[config.mk]
export PLATFORM = sky130hd
export DESIGN_NAME = twelve_hour_clock_trim_ramp_flat
export DESIGN_NICKNAME = d
export VERILOG_FILES = /design/src/thcr_pkg.sv /design/src/thcr_ifs.sv /design/src/thcr_cfg.sv /design/src/thcr_core.sv /design/src/twelve_hour_clock_trim_ramp.sv /design/src/flat_wrapper.sv
export SDC_FILE = /design/constraint.sdc
export NUM_CORES = 1
export LEC_CHECK = 0
export ABC_AREA = 1
export ABC_CLOCK_PERIOD_IN_PS = 4410
export BUFFER_PORTS_ARGS = -buffer_cell sky130_fd_sc_hd__clkbuf_2
export CORE_ASPECT_RATIO = 1.5
export CORE_MARGIN = 2
export CORE_UTILIZATION = 41
export DETAILED_ROUTE_END_ITERATION = 7
export PLACE_DENSITY = 0.63
export SKIP_LAST_GASP = 1
export SLEW_MARGIN = 20
export SYNTH_ARGS = -nofsm -noshare
export SYNTH_HDL_FRONTEND = slang
export SYNTH_SLANG_ARGS = --single-unit
export TNS_END_PERCENT = 30
[constraint.sdc]
create_clock -name clk -period 4.41 [get_ports clk]
set_input_delay 0.882 -clock clk [delete_from_list [all_inputs] [get_ports clk]]
set_output_delay 0.882 -clock clk [all_outputs]
set_load 0.01 [all_outputs]
[src/thcr_pkg.sv]
// Shared types, constants and digit helpers for the twelve-hour clock with trim and ramp.
package thcr_pkg;

	typedef enum logic {
		CMD_SECOND = 1'b0,
		CMD_RAMP   = 1'b1
	} cmd_t;

	typedef enum logic [1:0] {
		REG_SWING_LOW  = 2'd0,
		REG_SWING_HIGH = 2'd1,
		REG_RAMP_DELAY = 2'd2
	} reg_idx_t;

	localparam int unsigned DUTY_W  = 10;
	localparam int unsigned DELAY_W = 16;
	localparam int unsigned CFG_W   = 16;
	localparam int unsigned IDX_W   = 2;

	localparam logic [DUTY_W-1:0]  SWING_LOW_RST  = 10'd0;
	localparam logic [DUTY_W-1:0]  SWING_HIGH_RST = 10'd1023;
	localparam logic [DELAY_W-1:0] RAMP_DELAY_RST = 16'd64;

	localparam logic [3:0] HOUR_RST   = 4'd10;
	localparam logic [5:0] MINUTE_RST = 6'd16;
	localparam logic [3:0] HOUR_WRAP  = 4'd13;
	localparam logic [5:0] SIXTY      = 6'd60;
	localparam logic [5:0] TRIM_MIN   = 6'd32;
	localparam logic [5:0] TRIM_SEC   = 6'd30;
	localparam logic [4:0] HOLDOFF    = 5'd30;
	localparam logic [9:0] MID_SAMPLE = 10'h200;

	typedef struct packed {
		logic [DUTY_W-1:0]  swing_low;
		logic [DUTY_W-1:0]  swing_high;
		logic [DELAY_W-1:0] ramp_delay;
	} cfg_t;

	typedef struct packed {
		logic       cmd;
		logic [9:0] trim_sample;
	} item_t;

	typedef struct packed {
		logic              hour_tens;
		logic [3:0]        hour_ones;
		logic [2:0]        minute_tens;
		logic [3:0]        minute_ones;
		logic [8:0]        seconds_duty;
		logic [DUTY_W-1:0] pendulum_duty;
		logic              duty_stepped;
		logic              display_refresh;
		logic              trim_applied;
	} result_t;

	// {tens, ones} of an hour count 0..15
	function automatic logic [4:0] hour_digits(input logic [3:0] h);
		logic       t;
		logic [3:0] o;
		t = (h >= 4'd10);
		o = t ? (h - 4'd10) : h;
		return {t, o};
	endfunction

	// {tens, ones} of a minute count 0..63
	function automatic logic [6:0] minute_digits(input logic [5:0] m);
		logic [2:0] t;
		logic [5:0] o;
		if (m >= 6'd60) begin
			t = 3'd6; o = m - 6'd60;
		end else if (m >= 6'd50) begin
			t = 3'd5; o = m - 6'd50;
		end else if (m >= 6'd40) begin
			t = 3'd4; o = m - 6'd40;
		end else if (m >= 6'd30) begin
			t = 3'd3; o = m - 6'd30;
		end else if (m >= 6'd20) begin
			t = 3'd2; o = m - 6'd20;
		end else if (m >= 6'd10) begin
			t = 3'd1; o = m - 6'd10;
		end else begin
			t = 3'd0; o = m;
		end
		return {t, o[3:0]};
	endfunction

endpackage

[src/thcr_ifs.sv]
// Request and result channel interfaces.
interface thcr_req_if;
	logic       valid;
	logic       ready;
	logic       cmd;
	logic [9:0] trim_sample;
	modport source(output valid, cmd, trim_sample, input ready);
	modport sink(input valid, cmd, trim_sample, output ready);
endinterface

interface thcr_rsp_if;
	logic       valid;
	logic       ready;
	logic       hour_tens;
	logic [3:0] hour_ones;
	logic [2:0] minute_tens;
	logic [3:0] minute_ones;
	logic [8:0] seconds_duty;
	logic [9:0] pendulum_duty;
	logic       duty_stepped;
	logic       display_refresh;
	logic       trim_applied;
	modport source(output valid, hour_tens, hour_ones, minute_tens, minute_ones,
		seconds_duty, pendulum_duty, duty_stepped, display_refresh, trim_applied,
		input ready);
	modport sink(input valid, hour_tens, hour_ones, minute_tens, minute_ones,
		seconds_duty, pendulum_duty, duty_stepped, display_refresh, trim_applied,
		output ready);
endinterface

[src/thcr_cfg.sv]
// Configuration registers: swing duty levels and ramp delay.
module thcr_cfg (
	input  logic                           clk,
	input  logic                           arst_n,
	input  logic                           cfg_we,
	input  logic [thcr_pkg::IDX_W-1:0]     cfg_index,
	input  logic [thcr_pkg::CFG_W-1:0]     cfg_data,
	output thcr_pkg::cfg_t                 cfg
);
	thcr_pkg::cfg_t cfg_q;

	always_ff @(posedge clk or negedge arst_n) begin
		if (!arst_n) begin
			cfg_q.swing_low  <= thcr_pkg::SWING_LOW_RST;
			cfg_q.swing_high <= thcr_pkg::SWING_HIGH_RST;
			cfg_q.ramp_delay <= thcr_pkg::RAMP_DELAY_RST;
		end else if (cfg_we) begin
			unique case (cfg_index)
				thcr_pkg::REG_SWING_LOW:  cfg_q.swing_low  <= cfg_data[thcr_pkg::DUTY_W-1:0];
				thcr_pkg::REG_SWING_HIGH: cfg_q.swing_high <= cfg_data[thcr_pkg::DUTY_W-1:0];
				thcr_pkg::REG_RAMP_DELAY: cfg_q.ramp_delay <= cfg_data[thcr_pkg::DELAY_W-1:0];
				default: ; // drop writes past the last register
			endcase
		end
	end

	assign cfg = cfg_q;
endmodule

[src/thcr_core.sv]
// Clock state, drift trim and pendulum ramp: next-state and result logic.
module thcr_core (
	input  logic              clk,
	input  logic              arst_n,
	input  logic              advance,
	input  thcr_pkg::item_t   item,
	input  thcr_pkg::cfg_t    cfg,
	output thcr_pkg::result_t result
);
	logic [3:0]  hour_count_q, hour_count_n;
	logic [5:0]  minute_count_q, minute_count_n;
	logic [5:0]  second_count_q, second_count_n;
	logic [7:0]  trim_remainder_q, trim_remainder_n;
	logic [4:0]  trim_holdoff_q, trim_holdoff_n;
	logic [9:0]  pendulum_target_q, pendulum_target_n;
	logic [9:0]  pendulum_level_q, pendulum_level_n;
	logic [15:0] ramp_countdown_q, ramp_countdown_n;
	logic        settle_pending_q, settle_pending_n;

	logic        forward;
	logic [10:0] trim_dist;
	logic [8:0]  rem_sum;
	logic [1:0]  trim_secs;
	logic [15:0] cd_dec;
	logic [5:0]  sec_inc, min_inc;
	logic [3:0]  hour_inc;
	logic        stepped, refresh, trimmed;
	logic [4:0]  hdig;
	logic [6:0]  mdig;

	always_comb begin
		hour_count_n      = hour_count_q;
		minute_count_n    = minute_count_q;
		second_count_n    = second_count_q;
		trim_remainder_n  = trim_remainder_q;
		trim_holdoff_n    = trim_holdoff_q;
		pendulum_target_n = pendulum_target_q;
		pendulum_level_n  = pendulum_level_q;
		ramp_countdown_n  = ramp_countdown_q;
		settle_pending_n  = settle_pending_q;
		stepped = 1'b0;
		refresh = 1'b0;
		trimmed = 1'b0;

		forward   = item.trim_sample[9];
		trim_dist = forward ? {2'b00, item.trim_sample[8:0]}
		                    : ({1'b0, thcr_pkg::MID_SAMPLE} - {1'b0, item.trim_sample});
		rem_sum   = {1'b0, trim_remainder_q} + {1'b0, trim_dist[7:0]};
		trim_secs = trim_dist[9:8] + {1'b0, rem_sum[8]};

		sec_inc  = second_count_q + 6'd1;
		min_inc  = minute_count_q + 6'd1;
		hour_inc = hour_count_q + 4'd1;
		cd_dec   = ramp_countdown_q - 16'd1;

		if (item.cmd == thcr_pkg::CMD_SECOND) begin
			pendulum_target_n = (pendulum_target_q == cfg.swing_low) ? cfg.swing_high
			                                                         : cfg.swing_low;
			second_count_n = sec_inc;
			if (sec_inc == thcr_pkg::SIXTY) begin
				second_count_n = 6'd0;
				minute_count_n = min_inc;
				if (min_inc == thcr_pkg::SIXTY) begin
					minute_count_n = 6'd0;
					hour_count_n   = (hour_inc == thcr_pkg::HOUR_WRAP) ? 4'd1 : hour_inc;
				end
			end
			if (trim_holdoff_q == 5'd0) begin
				if (minute_count_n == thcr_pkg::TRIM_MIN &&
						second_count_n == thcr_pkg::TRIM_SEC) begin
					trim_remainder_n = rem_sum[7:0];
					second_count_n   = forward ? (second_count_n + {4'd0, trim_secs})
					                           : (second_count_n - {4'd0, trim_secs});
					trim_holdoff_n   = thcr_pkg::HOLDOFF;
					trimmed          = 1'b1;
				end
			end else begin
				trim_holdoff_n = trim_holdoff_q - 5'd1;
			end
			refresh = 1'b1;
		end else begin
			ramp_countdown_n = cd_dec;
			if (cd_dec == 16'd0) begin
				ramp_countdown_n = cfg.ramp_delay;
				if (pendulum_level_q == pendulum_target_q) begin
					if (settle_pending_q) begin
						settle_pending_n = 1'b0;
						refresh          = 1'b1;
					end
				end else begin
					settle_pending_n = 1'b1;
					pendulum_level_n = (pendulum_level_q < pendulum_target_q)
					                   ? pendulum_level_q + 10'd1 : pendulum_level_q - 10'd1;
					stepped = 1'b1;
				end
			end
		end

		hdig = thcr_pkg::hour_digits(hour_count_n);
		mdig = thcr_pkg::minute_digits(minute_count_n);
		result.hour_tens       = hdig[4];
		result.hour_ones       = hdig[3:0];
		result.minute_tens     = mdig[6:4];
		result.minute_ones     = mdig[3:0];
		// seconds times six as 4s + 2s
		result.seconds_duty    = {1'b0, second_count_n, 2'b00} + {2'b00, second_count_n, 1'b0};
		result.pendulum_duty   = pendulum_level_n;
		result.duty_stepped    = stepped;
		result.display_refresh = refresh;
		result.trim_applied    = trimmed;
	end

	always_ff @(posedge clk or negedge arst_n) begin
		if (!arst_n) begin
			hour_count_q      <= thcr_pkg::HOUR_RST;
			minute_count_q    <= thcr_pkg::MINUTE_RST;
			second_count_q    <= 6'd0;
			trim_remainder_q  <= 8'd0;
			trim_holdoff_q    <= 5'd0;
			pendulum_target_q <= 10'd0;
			pendulum_level_q  <= 10'd0;
			ramp_countdown_q  <= thcr_pkg::RAMP_DELAY_RST;
			settle_pending_q  <= 1'b0;
		end else if (advance) begin
			hour_count_q      <= hour_count_n;
			minute_count_q    <= minute_count_n;
			second_count_q    <= second_count_n;
			trim_remainder_q  <= trim_remainder_n;
			trim_holdoff_q    <= trim_holdoff_n;
			pendulum_target_q <= pendulum_target_n;
			pendulum_level_q  <= pendulum_level_n;
			ramp_countdown_q  <= ramp_countdown_n;
			settle_pending_q  <= settle_pending_n;
		end
	end

	a_trim_starts_holdoff: assert property (@(posedge clk) disable iff (!arst_n)
		advance && result.trim_applied |=> trim_holdoff_q == thcr_pkg::HOLDOFF)
		else $error("trim did not start the hold-off");

	a_step_sets_settle: assert property (@(posedge clk) disable iff (!arst_n)
		advance && result.duty_stepped |=> settle_pending_q)
		else $error("duty step did not mark settle pending");

	a_time_in_range: assert property (@(posedge clk) disable iff (!arst_n)
		hour_count_q >= 4'd1 && hour_count_q <= 4'd12 &&
		minute_count_q < thcr_pkg::SIXTY && second_count_q < thcr_pkg::SIXTY)
		else $error("time counters out of range");

	a_state_holds: assert property (@(posedge clk) disable iff (!arst_n)
		!advance |=> $stable(second_count_q) && $stable(pendulum_level_q) &&
		$stable(ramp_countdown_q))
		else $error("state changed without a request");
endmodule

[src/twelve_hour_clock_trim_ramp.sv]
// Twelve-hour clock with drift trim and slewed pendulum duty: top level.
//
// Requests arrive on req (valid/ready): cmd 0 is a one-second tick, cmd 1 a
// ramp tick; trim_sample is the trimmer reading used at minute 32 second 30.
// Every request gives exactly one result on rsp (valid/ready): the hour and
// minute digits, seconds meter duty, pendulum duty and three event flags.
// Configuration (low and high swing levels, ramp delay) is written through
// cfg_we/cfg_index/cfg_data while no request is in flight.
//
// A request is captured in an input register; when the result register is free
// or rsp takes its result, the clock state is updated and the result register
// is loaded with the new result. One request is taken every cycle while rsp is
// ready; the single state update per cycle sets that rate.
// When rsp stalls, the result register holds and the input register keeps
// one more request, after which req.ready drops until rsp drains.
// Reset loads time 10:16:00, duty levels 0 and 1023, ramp delay 64, and
// empties both registers.
module twelve_hour_clock_trim_ramp (
	input  logic                       clk,
	input  logic                       arst_n,
	input  logic                       cfg_we,
	input  logic [thcr_pkg::IDX_W-1:0] cfg_index,
	input  logic [thcr_pkg::CFG_W-1:0] cfg_data,
	thcr_req_if.sink                   req,
	thcr_rsp_if.source                 rsp
);
	thcr_pkg::cfg_t    cfg;
	thcr_pkg::item_t   item_s1;
	thcr_pkg::result_t result;
	thcr_pkg::result_t res_s2;
	logic              valid_s1;
	logic              valid_s2;
	logic              advance;

	thcr_cfg u_cfg (
		.clk       (clk),
		.arst_n    (arst_n),
		.cfg_we    (cfg_we),
		.cfg_index (cfg_index),
		.cfg_data  (cfg_data),
		.cfg       (cfg)
	);

	// move the captured request into the result register
	assign advance   = valid_s1 && (!valid_s2 || rsp.ready);
	assign req.ready = !valid_s1 || advance;

	always_ff @(posedge clk or negedge arst_n) begin
		if (!arst_n) begin
			valid_s1 <= 1'b0;
		end else if (req.ready) begin
			valid_s1 <= req.valid;
		end
	end

	always_ff @(posedge clk) begin
		if (req.valid && req.ready) begin
			item_s1.cmd         <= req.cmd;
			item_s1.trim_sample <= req.trim_sample;
		end
	end

	thcr_core u_core (
		.clk     (clk),
		.arst_n  (arst_n),
		.advance (advance),
		.item    (item_s1),
		.cfg     (cfg),
		.result  (result)
	);

	always_ff @(posedge clk or negedge arst_n) begin
		if (!arst_n) begin
			valid_s2 <= 1'b0;
		end else if (advance) begin
			valid_s2 <= 1'b1;
		end else if (rsp.ready) begin
			valid_s2 <= 1'b0;
		end
	end

	always_ff @(posedge clk) begin
		if (advance) begin
			res_s2 <= result;
		end
	end

	assign rsp.valid           = valid_s2;
	assign rsp.hour_tens       = res_s2.hour_tens;
	assign rsp.hour_ones       = res_s2.hour_ones;
	assign rsp.minute_tens     = res_s2.minute_tens;
	assign rsp.minute_ones     = res_s2.minute_ones;
	assign rsp.seconds_duty    = res_s2.seconds_duty;
	assign rsp.pendulum_duty   = res_s2.pendulum_duty;
	assign rsp.duty_stepped    = res_s2.duty_stepped;
	assign rsp.display_refresh = res_s2.display_refresh;
	assign rsp.trim_applied    = res_s2.trim_applied;
endmodule
[src/flat_wrapper.sv]
// flat-port wrapper written by rule: the top's interface ports become plain ports
module twelve_hour_clock_trim_ramp_flat 
  (clk, arst_n, cfg_we, cfg_index, cfg_data, req_valid, req_cmd, req_trim_sample, req_ready, rsp_valid, rsp_hour_tens, rsp_hour_ones, rsp_minute_tens, rsp_minute_ones, rsp_seconds_duty, rsp_pendulum_duty, rsp_duty_stepped, rsp_display_refresh, rsp_trim_applied, rsp_ready);
  thcr_req_if req_i ();
  thcr_rsp_if rsp_i ();
  input  logic clk;
  input  logic arst_n;
  input  logic cfg_we;
  input  logic [thcr_pkg::IDX_W-1:0] cfg_index;
  input  logic [thcr_pkg::CFG_W-1:0] cfg_data;
  input wire logic [$bits(req_i.valid)-1:0] req_valid;
  input wire logic [$bits(req_i.cmd)-1:0] req_cmd;
  input wire logic [$bits(req_i.trim_sample)-1:0] req_trim_sample;
  output wire logic [$bits(req_i.ready)-1:0] req_ready;
  output wire logic [$bits(rsp_i.valid)-1:0] rsp_valid;
  output wire logic [$bits(rsp_i.hour_tens)-1:0] rsp_hour_tens;
  output wire logic [$bits(rsp_i.hour_ones)-1:0] rsp_hour_ones;
  output wire logic [$bits(rsp_i.minute_tens)-1:0] rsp_minute_tens;
  output wire logic [$bits(rsp_i.minute_ones)-1:0] rsp_minute_ones;
  output wire logic [$bits(rsp_i.seconds_duty)-1:0] rsp_seconds_duty;
  output wire logic [$bits(rsp_i.pendulum_duty)-1:0] rsp_pendulum_duty;
  output wire logic [$bits(rsp_i.duty_stepped)-1:0] rsp_duty_stepped;
  output wire logic [$bits(rsp_i.display_refresh)-1:0] rsp_display_refresh;
  output wire logic [$bits(rsp_i.trim_applied)-1:0] rsp_trim_applied;
  input wire logic [$bits(rsp_i.ready)-1:0] rsp_ready;
  assign req_i.valid = req_valid;
  assign req_i.cmd = req_cmd;
  assign req_i.trim_sample = req_trim_sample;
  assign req_ready = req_i.ready;
  assign rsp_valid = rsp_i.valid;
  assign rsp_hour_tens = rsp_i.hour_tens;
  assign rsp_hour_ones = rsp_i.hour_ones;
  assign rsp_minute_tens = rsp_i.minute_tens;
  assign rsp_minute_ones = rsp_i.minute_ones;
  assign rsp_seconds_duty = rsp_i.seconds_duty;
  assign rsp_pendulum_duty = rsp_i.pendulum_duty;
  assign rsp_duty_stepped = rsp_i.duty_stepped;
  assign rsp_display_refresh = rsp_i.display_refresh;
  assign rsp_trim_applied = rsp_i.trim_applied;
  assign rsp_i.ready = rsp_ready;
  twelve_hour_clock_trim_ramp u_core (.clk(clk), .arst_n(arst_n), .cfg_we(cfg_we), .cfg_index(cfg_index), .cfg_data(cfg_data), .req(req_i), .rsp(rsp_i));
endmodule
# --- Word-level counts from Yosys, hierarchy flattened ---
# Index checks and enable logic that the tools add are counted.
word_totals:
  ramBits: 0
  rom_bits: 0
  output_inout_bits: 36
  elab_cells: 130
  latch_bits: 0
  register_bits: 149
  inputBits: 34
  mem_count: 0
op_classes:
  n_eq_ne: 10
  order_cmp: 8
  mux: 42
  reduce_logical: 22
  multipliers: 0
  add_sub_neg: 20
  bitwise: 2
  shifts: 0
  n_div: 0
op_table:
  columns: ["operator", "n"]
  rows:
  - ["$mux 10", 6]
  - ["$mux 6", 10]
  - ["$mux 4", 11]
  - ["$eq 10x10->1", 2]
  - ["$sub 4x4->4 const B", 5]
  - ["$eq 6x6->1 const B", 3]
  - ["$ge 6x6->1 const B", 3]
  - ["$logic_not 16->1", 1]
  - ["$mux 16", 1]
  - ["$sub 16x1->16 const B", 1]
  - ["$add 6x1->6 const B", 2]
  - ["$ge 6x5->1 const B", 2]
  - ["$reduce_and 2->1", 6]
  - ["$add 10x1->10 const B", 1]
  - ["$lt 10x10->1", 1]
  - ["$mux 5", 2]
  - ["$sub 10x1->10 const B", 1]
  - ["$sub 10x10->10 const A", 1]
  - ["$add 8x7->9", 1]
  - ["$add 8x8->9", 1]
  - ["$mux 1", 8]
  - ["$mux 2", 4]
  - ["$add 6x2->6", 1]
  - ["$eq 6x5->1 const B", 1]
  - ["23 further kinds", 29]

# --- Depth between registers and ports, before layout ---
logic_depth:
  ltp_word: 13
  depth_mapped: 32

# --- By module ---
# A second synthesis with hierarchy kept.
hier_totals:
  hier_cells: 1233
  area_unflattened_um2: 9750.6
modules_own_cells:
  columns: ["mod", "seq_area_each_um2", "n_inst", "cells_each", "area_each_um2"]
  rows:
  - ["thcr_core", 1656.6, 1, 1015, 6766.5]
  - ["thcr_cfg", 914.6, 1, 161, 1537.7]
  - ["twelve_hour_clock_trim_ramp", 1401.3, 1, 57, 1446.4]

# --- Worst setup path after synthesis ---
# Ideal clock, no wire load.
synth_timing:
  kind: "register to register"
  start: "reg u_core.item_s1[0] (netlist name)"
  end: "reg u_core.res_s2, in the netlist u_core.rsp.seconds_duty[7], data pin"
  arrival_ns: 4.635
  path_slack_ns: -0.483
  required_ns: 4.152
  path_stages_with_launch: 32
  synth_period_minus_slack_ns: 4.893
  setup_ns: 0.258
  cell_sequence: "edfxtp_1 inv_1 ha_1 inv_1 o21ai_0 inv_1 fa_1 nor2_1 a211oi_1 o31ai_1 a21oi_1 o21bai_1 ha_1 xnor2_1 ha_1 nor2_1 ha_1 nand2_1 nor2_1 a211oi_1 or2_2 nand2_1 nand2_1 nand2_1 a21oi_1 ha_1 a21oi_1 nand2_1 a21oi_1 nor2_1 nor2_1 xnor2_1"
synth_lines:
  columns: ["item", "line_no", "source"]
  rows:
  - ["start: declaration", "twelve_hour_clock_trim_ramp.sv:28", "thcr_pkg::item_t item_s1;"]
  - ["end signal: assignment", "twelve_hour_clock_trim_ramp.sv:84", "res_s2 <= result;"]
  - ["end: declaration", "twelve_hour_clock_trim_ramp.sv:30", "thcr_pkg::result_t res_s2;"]

==> impl_metrics.csv <==
group,metric,value,unit
detailed_routing,drtIter0Drc,432,
sta,final_max_slew_viol_count,0,
cts,clkSinkCount,148,
outcome,violations,"negative setup slack",
cts,clkLatencyLatePin,440,ps
sta,timing.final.setup_violations,8,
power_and_ir_drop,pwr_density_cell,624,nW/um^2
cells_and_area,n_antenna_cell,0,
placement,io_buffers,68,
detailed_routing,num_vias,7970,
cells_and_area,num-nets-final,1367,
worst_setup_path,worst_setup_path_end_kind,"register",
worst_setup_path,setup.worst_path.class,"register to register",
placement,number_of_placed_instances_with_taps_included,1515,
sta,final.setup_skew,15.7,ps
global_routing,grt_max_degree,50,
sta,slew-limit-headroom,0.358,
global_routing,grt_pass1_vias,7830,
die,floorplan.die_area,24100,sq um
detailed_routing,detail_route.wl_per_cell,14.6,microns
global_routing,aggregate_global_routing_overflow,0,
worst_setup_path,arrival,5290,ps
sta,clock.fmax,0.196,GHz
job,max_cap_viol_count,0,
die,die_height,189,microns
sta,finalCriticalPeriod,5110,ps
worst_setup_path,regToRegSetupSlack,-700,ps
logic_synthesis,synth-seq-cells,148,
logic_synthesis,synth.area.top_cells,"sky130_fd_sc_hd__dfrtp_1 (24%), sky130_fd_sc_hd__edfxtp_1 (14%), sky130_fd_sc_hd__nand2_1 (11%)",
cts,max-clock-path-buffers,2,
cells_and_area,final_area,11200,sq um
worst_setup_path,worst_path_largest_cell_delay,400,ps
die,chipWidth,128,microns
global_routing,grt_use_total,0.194,
cts,cts_made_buffers,17,
cells_and_area,final_cell_mix,"sky130_fd_sc_hd__nand2_1 (264), sky130_fd_sc_hd__inv_1 (133), sky130_fd_sc_hd__o21ai_0 (101)",
cells_and_area,mostFrequentLayoutCell,"sky130_fd_sc_hd__nand2_1",
power_and_ir_drop,static-leakage-power,0.00531,uW
cells_and_area,number_of_standard_cells_in_the_layout_taps_in_and_fillers_out,1561,
placement,placed_cell_area,10300,sq um
placement,place.detailed.hpwl,17100,microns
detailed_routing,route.final.wire_length,22800,microns
worst_setup_path,critPathRequiredTime,4590,ps
logic_synthesis,synth_enable_flop_cells,44,
cells_and_area,postLayoutCoreUtil,0.502,
placement,place_ws,-686,ps
logic_synthesis,syn_area_per_cell,8.14,sq um
logic_synthesis,ys_seq_area_frac,0.420,
die,num_rows,67,
worst_setup_path,worstPathMaxFanout,3,
logic_synthesis,synth_area_leader_cell,"sky130_fd_sc_hd__dfrtp_1",
detailed_routing,first_pass_drt_iterations,4,
logic_synthesis,yosys_most_used_dff,"sky130_fd_sc_hd__dfrtp_1",
sta,share_of_the_cycle_needed_by_the_critical_path_after_routing,1.16,
logic_synthesis,yosysUniqueCellTypes,59,
die,io-pin-count,70,
detailed_routing,ant_nets,0,
die,initial_utilization,0.419,
placement,routabilityCongestion,0.907,
outcome,status,"finished, violations left",
cts,clk_pin_slew_worst_paths,60,ps
global_routing,grt_antenna_before_repair,0,
logic_synthesis,netlist.area_leader.share,0.237,
cts,cts_htree_levels,4,
cells_and_area,area.growth.synth_to_final,19.7,%
min_path,hp-class,"input pin to async pin",
sta,timing_worst_slew_pin_value,963,ps
sta,hold_viol_final,0,
global_routing,grt_pass1_wl,37000,microns
power_and_ir_drop,max-vdd-ir-drop,319,uV
worst_setup_path,cpMaxStageDelayCell,"sky130_fd_sc_hd__edfxtp_1",
cells_and_area,final_layout_size_suffix_gt1_frac,0.229,
detailed_routing,drcViolationCount,0,
detailed_routing,via_per_inst,5.11,
worst_setup_path,worstSetupStartpointType,"register",
sta,grt_setup_unrepaired,"true",
logic_synthesis,async_reset_ff_frac,0.703,
sta,layout_setup_ws,-697,ps
logic_synthesis,yosys_warnings,0,
logic_synthesis,synth_fp_nets,1248,
logic_synthesis,syn-instance-count,1153,
die,core_area,22400,sq um
logic_synthesis,synth.cell_area,9380,sq um
cts,cts_tree,"done",
cts,clk_root_buffer_cell,"sky130_fd_sc_hd__clkbuf_16",
[cells in the mapped netlist, types with 6 or more instances]
master / n
sky130_fd_sc_hd__nor2_1: 89
sky130_fd_sc_hd__nor3_1: 17
sky130_fd_sc_hd__dfstp_2: 15
sky130_fd_sc_hd__clkbuf_1: 19
sky130_fd_sc_hd__o21ai_1: 10
sky130_fd_sc_hd__nand2_1: 273
sky130_fd_sc_hd__xnor2_1: 16
sky130_fd_sc_hd__nor2_2: 9
sky130_fd_sc_hd__xor2_1: 35
sky130_fd_sc_hd__nand4_1: 13
sky130_fd_sc_hd__dfrtp_1: 89
sky130_fd_sc_hd__edfxtp_1: 44
sky130_fd_sc_hd__nor4_1: 6
sky130_fd_sc_hd__nand3_1: 61
sky130_fd_sc_hd__or2_2: 6
sky130_fd_sc_hd__o22ai_1: 10
sky130_fd_sc_hd__inv_2: 7
sky130_fd_sc_hd__inv_1: 139
sky130_fd_sc_hd__nand2_2: 20
sky130_fd_sc_hd__a21oi_1: 34
sky130_fd_sc_hd__ha_1: 57
sky130_fd_sc_hd__o21ai_0: 103
[what timing repair did]
action / in CTS / in global routing
endpoints found under the setup margin: 7 / 9
buffers inserted: 12 / 2
hold buffers: 0 / 0
pin swaps: 25 / 33
gates resized for setup: 13 / 28
gates cloned: 0 / 0
[cell type report]
class / instances / area [sq um]
Timing Repair Buffer: 130 / 816
Tap cell: 276 / 345
Clock inverter: 10 / 141
Inverter: 147 / 552
Multi-Input combinational cell: 828 / 4950
Sequential cell: 148 / 3940
Fill cell: 2113 / 11100
Clock buffer: 22 / 485
[cell families (layout without fill, tap and decap cells)]
family,count (synthesis),after routing,synth area share
simple gates,517,517,0.250
flops,148,148,0.420
compound gates,194,194,0.117
xor+xnor,52,52,0.0493
buf+inv,177,309,0.0750
mux,3,3,0.00347
other cells,1,1,0.000400
fa+ha+maj,61,61,0.0846
[path summary, 6_finish.rpt]
check / start / to / depth (start not counted)
worst max-delay path: u_core.item_s1[1]$_DFFE_PP_ / u_core.rsp.seconds_duty[7]$_DFFE_PP_ / 33
worst min-delay path: arst_n / u_core.u_cfg.cfg[28]$_DFFE_PN0P_ / 1
worst max register to register: u_core.item_s1[1]$_DFFE_PP_ / u_core.rsp.seconds_duty[7]$_DFFE_PP_ / 33
worst min register to register: u_core.u_cfg.cfg[16]$_DFFE_PN1P_ / u_core.u_cfg.cfg[16]$_DFFE_PN1P_ / 2
max in group asynchronous: arst_n / u_core.u_cfg.cfg[6]$_DFFE_PN1P_ / 2
min in group clk: u_core.u_cfg.cfg[16]$_DFFE_PN1P_ / u_core.u_cfg.cfg[16]$_DFFE_PN1P_ / 2
[registers in the layout (all words and copies together), names as in the netlist, 3 cells and up]
signal / cells
u_core.u_core.pendulum_level_q: 10
u_core.u_core.trim_remainder_q: 8
u_core.u_core.trim_holdoff_q: 5
u_core.rsp.pendulum_duty: 10
u_core.u_cfg.cfg: 36
u_core.rsp.minute_ones: 4
u_core.u_core.minute_count_q: 6
u_core.u_core.ramp_countdown_q: 16
u_core.u_core.hour_count_q: 4
u_core.rsp.hour_ones: 4
u_core.rsp.minute_tens: 3
u_core.u_core.pendulum_target_q: 10
u_core.u_core.second_count_q: 6
u_core.item_s1: 11
u_core.rsp.seconds_duty: 8
[stage by stage]
stage / hold WS (ps) / TNS, ps / total power [uW]
2_1_floorplan: 453 / -927 / 4370
3_3_place_gp: 471 / -2790 / 5190
3_5_place_dp: 482 / -3330 / 5250
4_1_cts: 492 / -3730 / 6950
5_1_grt: 506 / -6430 / 7580
6_report: 473 / -4290 / 7010
[layer usage]
layer | GRT usage | part of all wire
met1 | 0.201 | 0.38
met3 | 0.0379 | 0.031
met2 | 0.357 | 0.54
met5 | 0 | 0
met4 | 0.114 | 0.050
[report_power, final]
| part | leakage [uW] | internal, uW | switching [uW] | total (uW) |
|---|---|---|---|---|
| clock | 0.000307 | 958 | 595 | 1550 |
| combinational | 0.00329 | 1320 | 2000 | 3320 |
| sequential | 0.00171 | 1830 | 305 | 2130 |
[critical path, delay by kind of cell, from the launching register on]
kind	cells	cell delay, ps
DFF	1	400
adders and majority gates	6	1600
and+or+nand+nor	12	990
AOI/OAI and AO/OA	9	1310
xor gates and xnor gates	2	230
buffers and inverters	4	330
No activity file was read; power rests on OpenSTA's default activity.
